### config.mk
export PLATFORM = sky130hd
export DESIGN_NAME = bb3_chan_div
export DESIGN_NICKNAME = d
export VERILOG_FILES = /design/src/bb3_pkg.sv /design/src/bb3_chan_div.sv
export SDC_FILE = /design/constraint.sdc
export NUM_CORES = 1
export LEC_CHECK = 0
export ABC_AREA = 1
export BUFFER_PORTS_ARGS = -buffer_cell sky130_fd_sc_hd__buf_2
export CAP_MARGIN = 15
export CORE_AREA = 2 2 136 138
export DETAILED_ROUTE_END_ITERATION = 12
export DIE_AREA = 0 0 138 140
export PLACE_DENSITY = 0.66
export SYNTH_ARGS = -nofsm -noshare
export SYNTH_HDL_FRONTEND = slang
export SYNTH_SLANG_ARGS = --single-unit
### constraint.sdc
create_clock -name vclk -period 21.5
set_input_delay 2.15 -clock vclk [all_inputs]
set_output_delay 2.15 -clock vclk [all_outputs]
set_load 0.01 [all_outputs]
### src/bb3_pkg.sv
`default_nettype none

package bb3_pkg;

    localparam int MAX_WIDTH  = 2048;
    localparam int MAX_HEIGHT = 2048;

    localparam int CFG_W     = 12;
    localparam int CFG_IDX_W = 1;
    localparam int CHAN_W    = 8;
    localparam int PIX_W     = 3 * CHAN_W;

    localparam int WDIM_W = $clog2(MAX_WIDTH + 1);
    localparam int HDIM_W = $clog2(MAX_HEIGHT + 1);
    localparam int COL_W  = $clog2(MAX_WIDTH);
    // The input row runs up to two past the last row while the pipeline drains.
    localparam int IROW_W = $clog2(MAX_HEIGHT + 2);
    localparam int OROW_W = $clog2(MAX_HEIGHT);

    localparam int RESET_WIDTH  = 640;
    localparam int RESET_HEIGHT = 480;

    // Sum of up to nine channel values, and the pixel count of a window.
    localparam int SUM_W  = $clog2(9 * 255 + 1);
    localparam int CNT_W  = 4;
    localparam int NUM_W  = SUM_W + 1;
    localparam int RCP_SH = 18;
    localparam int RCP_W  = 18;

    localparam int OUT_DEPTH = 4;
    localparam int OPTR_W    = $clog2(OUT_DEPTH);
    localparam int OCNT_W    = $clog2(OUT_DEPTH + 1);

    localparam logic [CFG_IDX_W-1:0] REG_IMAGE_WIDTH  = 1'd0;
    localparam logic [CFG_IDX_W-1:0] REG_IMAGE_HEIGHT = 1'd1;

    localparam logic OP_PIXEL = 1'b0;
    localparam logic OP_FLUSH = 1'b1;

    typedef logic [PIX_W-1:0] pix_t;

    typedef struct packed {
        logic              op;
        logic [CHAN_W-1:0] red_in;
        logic [CHAN_W-1:0] green_in;
        logic [CHAN_W-1:0] blue_in;
    } pix_in_t;

    typedef struct packed {
        logic [CHAN_W-1:0] red_out;
        logic [CHAN_W-1:0] green_out;
        logic [CHAN_W-1:0] blue_out;
        logic              frame_last;
    } pix_out_t;

    typedef struct packed {
        logic             en;
        logic [COL_W-1:0] col;
        pix_t             px;
    } ls_wr_t;

    // Pixel count of the window from the number of rows and columns in bounds.
    function automatic logic [CNT_W-1:0] window_count(input logic [1:0] rows,
                                                      input logic [1:0] cols);
        logic [CNT_W-1:0] n;
        n = CNT_W'(rows) * CNT_W'(cols);
        return n;
    endfunction

    // ceil(2^RCP_SH / (2n)): exact quotient of (2*sum + n) / (2n) for all
    // sums that nine 8-bit values can reach.
    function automatic logic [RCP_W-1:0] recip_of(input logic [CNT_W-1:0] n);
        logic [RCP_W-1:0] m;
        case (n)
            4'd1:    m = RCP_W'(131072);
            4'd2:    m = RCP_W'(65536);
            4'd3:    m = RCP_W'(43691);
            4'd4:    m = RCP_W'(32768);
            4'd6:    m = RCP_W'(21846);
            4'd9:    m = RCP_W'(14564);
            default: m = '0;
        endcase
        return m;
    endfunction

endpackage

`default_nettype wire

### src/bb3_chan_div.sv
`default_nettype none

module bb3_chan_div (
    input  wire [bb3_pkg::SUM_W-1:0]  sum,
    input  wire [bb3_pkg::CNT_W-1:0]  n,
    input  wire [bb3_pkg::RCP_W-1:0]  recip,
    output logic [bb3_pkg::CHAN_W-1:0] avg
);
    import bb3_pkg::*;

    logic [NUM_W-1:0]       num;
    logic [NUM_W+RCP_W-1:0] prod;

    // Round half up: (2*sum + n) / (2n), by multiplying with the reciprocal.
    always_comb
    begin
        num  = {sum, 1'b0} + NUM_W'(n);
        prod = (NUM_W+RCP_W)'(num) * (NUM_W+RCP_W)'(recip);
        avg  = prod[RCP_SH +: CHAN_W];
    end

endmodule

`default_nettype wire

After elaboration in Yosys (flattened, before gate mapping)
Index checks and enable logic that the tools add are counted.
Widths: inputs -> output; s select.
Word-level totals
  input port bits: 34
  output and inout bits: 8
  register bits: 0
  word-level logic and storage cells: 2
Cells by class
  $mul: 1
  add/subtract/negate cells: 1
Operator list (count)
  $mul 13x18->26: 1
  $add 13x4->13: 1

Longest topological paths before layout
Gate-level depths: netlist (run 1).
  depth in word-level cells: 2
  depth in mapped cells: 30
  gate-level depth less buffers: 30

Least setup slack after synthesis (run 1)
Ideal clock, no wire load.
  path kind: input to output
  start: in sum[0] in the netlist's numbering
  end: out avg[5] in the netlist's numbering
  required time: 19350 ps
  cell stages on the path: 26
  setup slack: 11741 ps
  arrival: 7609 ps
  path through: ha_1 -> fa_1 -> nand3_1 -> nand2_1 -> nand2_1 -> o21bai_1 -> nand2_1 -> clkbuf_1 -> nor2_1 -> fa_1 -> inv_1 -> fa_1 -> inv_1 -> fa_1 -> fa_1 -> inv_1 -> fa_1 -> inv_1 -> ha_1 -> nand2_1 -> nor2_1 -> nor3b_1 -> nand4_1 -> nand3_1 -> a21oi_1 -> xor2_1
Between the ends
  word-level cells in the longest chain between the ends: 2
Ends and longest elaborated chain
  start, declared: RTL line bb3_chan_div.sv:4  | input wire [bb3_pkg::SUM_W-1:0] sum,
  $add 13x4->13: RTL line bb3_chan_div.sv:17  | num = {sum, 1'b0} + NUM_W'(n);
  $mul 13x18->26: RTL line bb3_chan_div.sv:18  | prod = (NUM_W+RCP_W)'(num) * (NUM_W+RCP_W)'(recip);
  end, declared: RTL line bb3_chan_div.sv:7  | output logic [bb3_pkg::CHAN_W-1:0] avg
Every way passes these cells.

Worst setup path in the final report (run 1)
  start: in sum[0] in the netlist's numbering
  end: out avg[7] in the netlist's numbering
Same word-level chain as after synthesis.

==> results of run 1 <==
==> worst paths after layout <==
check | to | slack, ps | cells after the start | start
worst max-delay path | avg[7] | 10990 | 28 | sum[0]
worst min-delay path | avg[7] | 5140 | 9 | recip[15]
==> through the flow <==
stage / hold WS [ps] / util, %
floorplan: 4770 / -
global placement: 5140 / 41.9
detailed placement: 5150 / 41.9
CTS: 5150 / 41.9
global route: 5270 / 41.9
finish: 5140 / 41.9
==> critical path, stage by stage <==
cell     delay, ps
buf_2          100
ha_1           240
fa_1           430
nand3_1        140
nand2_1        100
nand2_1         90
nand2_1        150
inv_1          440
nand2_1        160
fa_1           550
inv_1           60
fa_1           520
fa_1           450
fa_1           550
inv_1           50
fa_1           520
inv_1           40
ha_1           350
nand2_1         80
nor2_1         120
nor3b_1        280
nand4_1        130
nand3_1        180
a21oi_1        160
inv_1           80
nand3_1         70
nand2_1         60
buf_2          120
==> routing by layer <==
layer | wire [um] | vias to the layer above | global-route usage, % | part of all wire, %
met5 | 0 | - | 0 | 0
met4 | 779 | 0 | 6.87 | 4.5
met3 | 845 | 49 | 1.37 | 4.9
met2 | 8680 | 181 | 34.4 | 50
met1 | 7090 | 2855 | 24.5 | 41
li1 | - | 2750 | - | -
==> cells by family after synthesis <==
kind of cell,after synthesis,synth area share (%)
and+or+nand+nor,376,22.1
xor gates and xnor gates,9,1.12
adders and majority gates,222,57.2
buffers and inverters,304,16.2
AOI/OAI and AO/OA,41,3.35
==> cells in the final DEF, fill, tap and decap left out, types with 2 or more instances in the layout <==
master,count
inv_1,274
a31oi_1,3
xor2_1,7
a21oi_1,19
o21bai_1,3
buf_2,42
ha_1,54
nand2_4,2
nor2_2,2
nand3_2,3
nand2_2,4
fa_1,168
a21o_1,2
nand4_1,10
xnor2_1,2
inv_2,2
nand2_1,228
o21ai_0,10
nand3_1,24
nor2_1,94
nor3_1,3
==> area by class of cell <==
cell class | instances | area, sq um | share of cell area, %
multi-input combinational | 648 | 5910 | 79.3
timing repair buffer | 43 | 218 | 2.92
inverter | 277 | 1040 | 13.9
tap | 229 | 287 | 3.84
==> flow_metrics.env, run 1 <==
export IMPL_status="finished, final reports clean"
export IMPL_postPlaceCellArea_sq_um=7460
export IMPL_yosys_top_cells_count="274 x inv_1, 228 x nand2_1, 168 x fa_1, 94 x nor2_1, 54 x ha_1"
export IMPL_drc=0
export IMPL_synth_most_common_cell="inv_1"
export IMPL_worst_slew_margin_rel_pct=39.5
export IMPL_worst_pin_slew_ps=906
export IMPL_ys_warn_count=0
export IMPL_fin_tns_setup_ps=0
export IMPL_gp_congestion=0.949
export IMPL_synth_top_area_cell="fa_1"
export IMPL_n_clock_buffer=0
export IMPL_io_pins=42
export IMPL_cp_start_kind="input port"
export IMPL_core_area_sq_um=17800
export IMPL_grt_pass1_vias=6289
export IMPL_syn_inst=952
export IMPL_end_kind="output pin"
export IMPL_setup_ws_ps=10990
export IMPL_synth_area_top_cells="fa_1 48%, inv_1 15%, nand2_1 12%"
export IMPL_num_rows=49
export IMPL_path_class="in2out"
export IMPL_grt_max_degree=19
export IMPL_avgSynthCellArea_sq_um=7.41
export IMPL_fmax_mhz=95.2
export IMPL_hpwl_mm=15.3
export IMPL_syn_num_nets=1208
export IMPL_grt_pass1_wl_mm=30.4
export IMPL_dr_total_vias=5835
export IMPL_avgViaCountPerCell=4.87
export IMPL_finalSetupViolCount=0
export IMPL_finalNetCount=1226
export IMPL_critPathArrivalTime_ps=8360
export IMPL_synth_area_sq_um=7060
export IMPL_seq_cells=0
export IMPL_hold_buffers=0
export IMPL_cp_data_required_time_ps=19350
export IMPL_period_needed_ps=10510
export IMPL_wl_per_cell_um=14.5
export IMPL_detail_route_antenna_nets=0
export IMPL_ys_seq_area_share_pct=0
export IMPL_dp_cells=1197
export IMPL_worstPathMaxFanout=14
export IMPL_antenna_found_initial=0
export IMPL_hold_violations=0
export IMPL_cap_violations=0
export IMPL_synth_distinct_cells=34
export IMPL_ctsResizeCount=0
export IMPL_fin_cells=1197
export IMPL_die_y_um=140
export IMPL_fin_crit_sh_pct=48.9
export IMPL_drive_above_1_share_pct=6.30
export IMPL_fillerInstances=1883
export IMPL_post_cts_setup_buffer_count=0
export IMPL_regArea_sq_um=0
export IMPL_track_usage_pct=19.2
export IMPL_grt_overflow=0
export IMPL_design_area_sq_um=7460
export IMPL_slew_violations=0
export IMPL_die_w_um=138
export IMPL_drtIter0Drc=275
export IMPL_wirelength_mm=17.4
export IMPL_syn_to_final_growth_pct=5.66
export IMPL_synth_top_area_share_pct=47.7
export IMPL_rsz0062_at_grt="no"
export IMPL_io_buffers=42
export IMPL_first_pass_iters=5
export IMPL_dp_slack_ps=10960
export IMPL_antenna_cells=0
export IMPL_dieArea_sq_um=19300
export IMPL_start_util_pct=39.7
export IMPL_min_path_type="in2out"
Power of run 1 is not shown: default switching activity piles up to over one toggle a cycle in this logic, so the estimate is an artifact.
==> run 2, diff against run 1 <==
clock period = 10.8 ns   (was 21.5 ns; I/O delays follow)
==> run 2 against run 1 <==
  * Cell count did not move
  * Non-clock buffer count did not move
  * Largest cell class unchanged
  * Utilization did not move
  * Worst hold slack got worse by 2200 ps
==> flow_metrics.env, run 2 (synthesis results as in run 1) <==
export IMPL_worst_slew_margin_rel_pct=40.6
export IMPL_min_path_type="in2out"
export IMPL_hold_start="sum[11]"
export IMPL_end_kind="output pin"
export IMPL_die_y_um=140
export IMPL_fin_tns_setup_ps=0
export IMPL_whs_ps=2980
export IMPL_drc=0
export IMPL_dr_total_vias=5803
export IMPL_design_area_sq_um=7460
export IMPL_worst_pin_slew_ps=890
export IMPL_critPathArrivalTime_ps=7260
export IMPL_dieArea_sq_um=19300
export IMPL_cap_violations=0
export IMPL_period_needed_ps=8340
export IMPL_hold_depth=10
export IMPL_rsz0062_at_grt="no"
export IMPL_finalSetupViolCount=0
export IMPL_fin_crit_sh_pct=77.2
export IMPL_hpwl_mm=15.2
export IMPL_dp_slack_ps=2460
export IMPL_cp_data_required_time_ps=9720
export IMPL_cp_start_kind="input port"
export IMPL_postPlaceCellArea_sq_um=7460
export IMPL_seq_cells=0
export IMPL_drive_above_1_share_pct=6.30
export IMPL_gp_congestion=0.952
export IMPL_holdPathEnd="avg[7]"
export IMPL_regArea_sq_um=0
export IMPL_ctsResizeCount=0
export IMPL_num_rows=49
export IMPL_avgViaCountPerCell=4.85
export IMPL_detail_route_antenna_nets=0
export IMPL_n_clock_buffer=0
export IMPL_grt_pass1_wl_mm=30.0
export IMPL_crit_path_top_delay_cell="fa_1"
export IMPL_track_usage_pct=18.9
export IMPL_first_pass_iters=5
export IMPL_grt_overflow=0
export IMPL_status="finished, final reports clean"
export IMPL_post_cts_setup_buffer_count=0
export IMPL_setup_ws_ps=2460
export IMPL_wirelength_mm=17.3
export IMPL_antenna_found_initial=0
export IMPL_antenna_cells=0
export IMPL_layout_common_cells="274 x inv_1, 228 x nand2_1, 168 x fa_1, 94 x nor2_1, 54 x ha_1"
export IMPL_hold_violations=0
export IMPL_worstPathMaxFanout=14
export IMPL_drtIter0Drc=290
export IMPL_die_w_um=138
export IMPL_start_util_pct=39.7
export IMPL_grt_max_degree=19
export IMPL_path_class="in2out"
export IMPL_io_pins=42
export IMPL_fmax_mhz=120
export IMPL_finalNetCount=1226
export IMPL_hold_buffers=0
export IMPL_slowest_delay_ps=550
export IMPL_grt_pass1_vias=6271
export IMPL_wl_per_cell_um=14.4
export IMPL_slew_violations=0
export IMPL_io_buffers=42
export IMPL_syn_to_final_growth_pct=5.66
export IMPL_final_common_cell="inv_1"
export IMPL_core_area_sq_um=17800
## run 2: per-stage QoR
stage                     cells  util, %
after floorplan             952        -
after global placement     1197     41.9
after detailed placement   1197     41.9
after CTS                  1197     41.9
after global routing       1197     41.9
final                      1197     41.9
## run 2: worst max-delay path by stage
stage | slack [ps] | endpoint | from
floorplan | 3180 | avg[5] | sum[0]
global placement | 2550 | avg[7] | sum[0]
detailed placement | 2460 | avg[7] | sum[0]
CTS | 2440 | avg[7] | sum[0]
global route | 1880 | avg[7] | sum[0]
finish | 2460 | avg[7] | sum[0]
## run 2: metal layers
| metal | routed length [um] | GRT usage [%] |
|---|---|---|
| met1 | 7120 | 24.0 |
| met2 | 8700 | 34.4 |
| met3 | 738 | 1.40 |
| met4 | 708 | 6.23 |
| met5 | 0 | 0 |
## run 2: worst max-delay path: cells and delay by family
family,cells,cell delay [ps]
AOI/OAI and AO/OA,1,170
adders and majority gates,8,3590
buffers and inverters,7,870
and+or+nand+nor,12,1540
## run 2: final cells by class
cell class                      instances  area (sq um)
Inverter                              277          1040
Fill cell                            1887         10300
Tap cell                              229           287
Timing Repair Buffer                   43           218
Multi-Input combinational cell        648          5910
Power of run 2 is left out for the same reason.
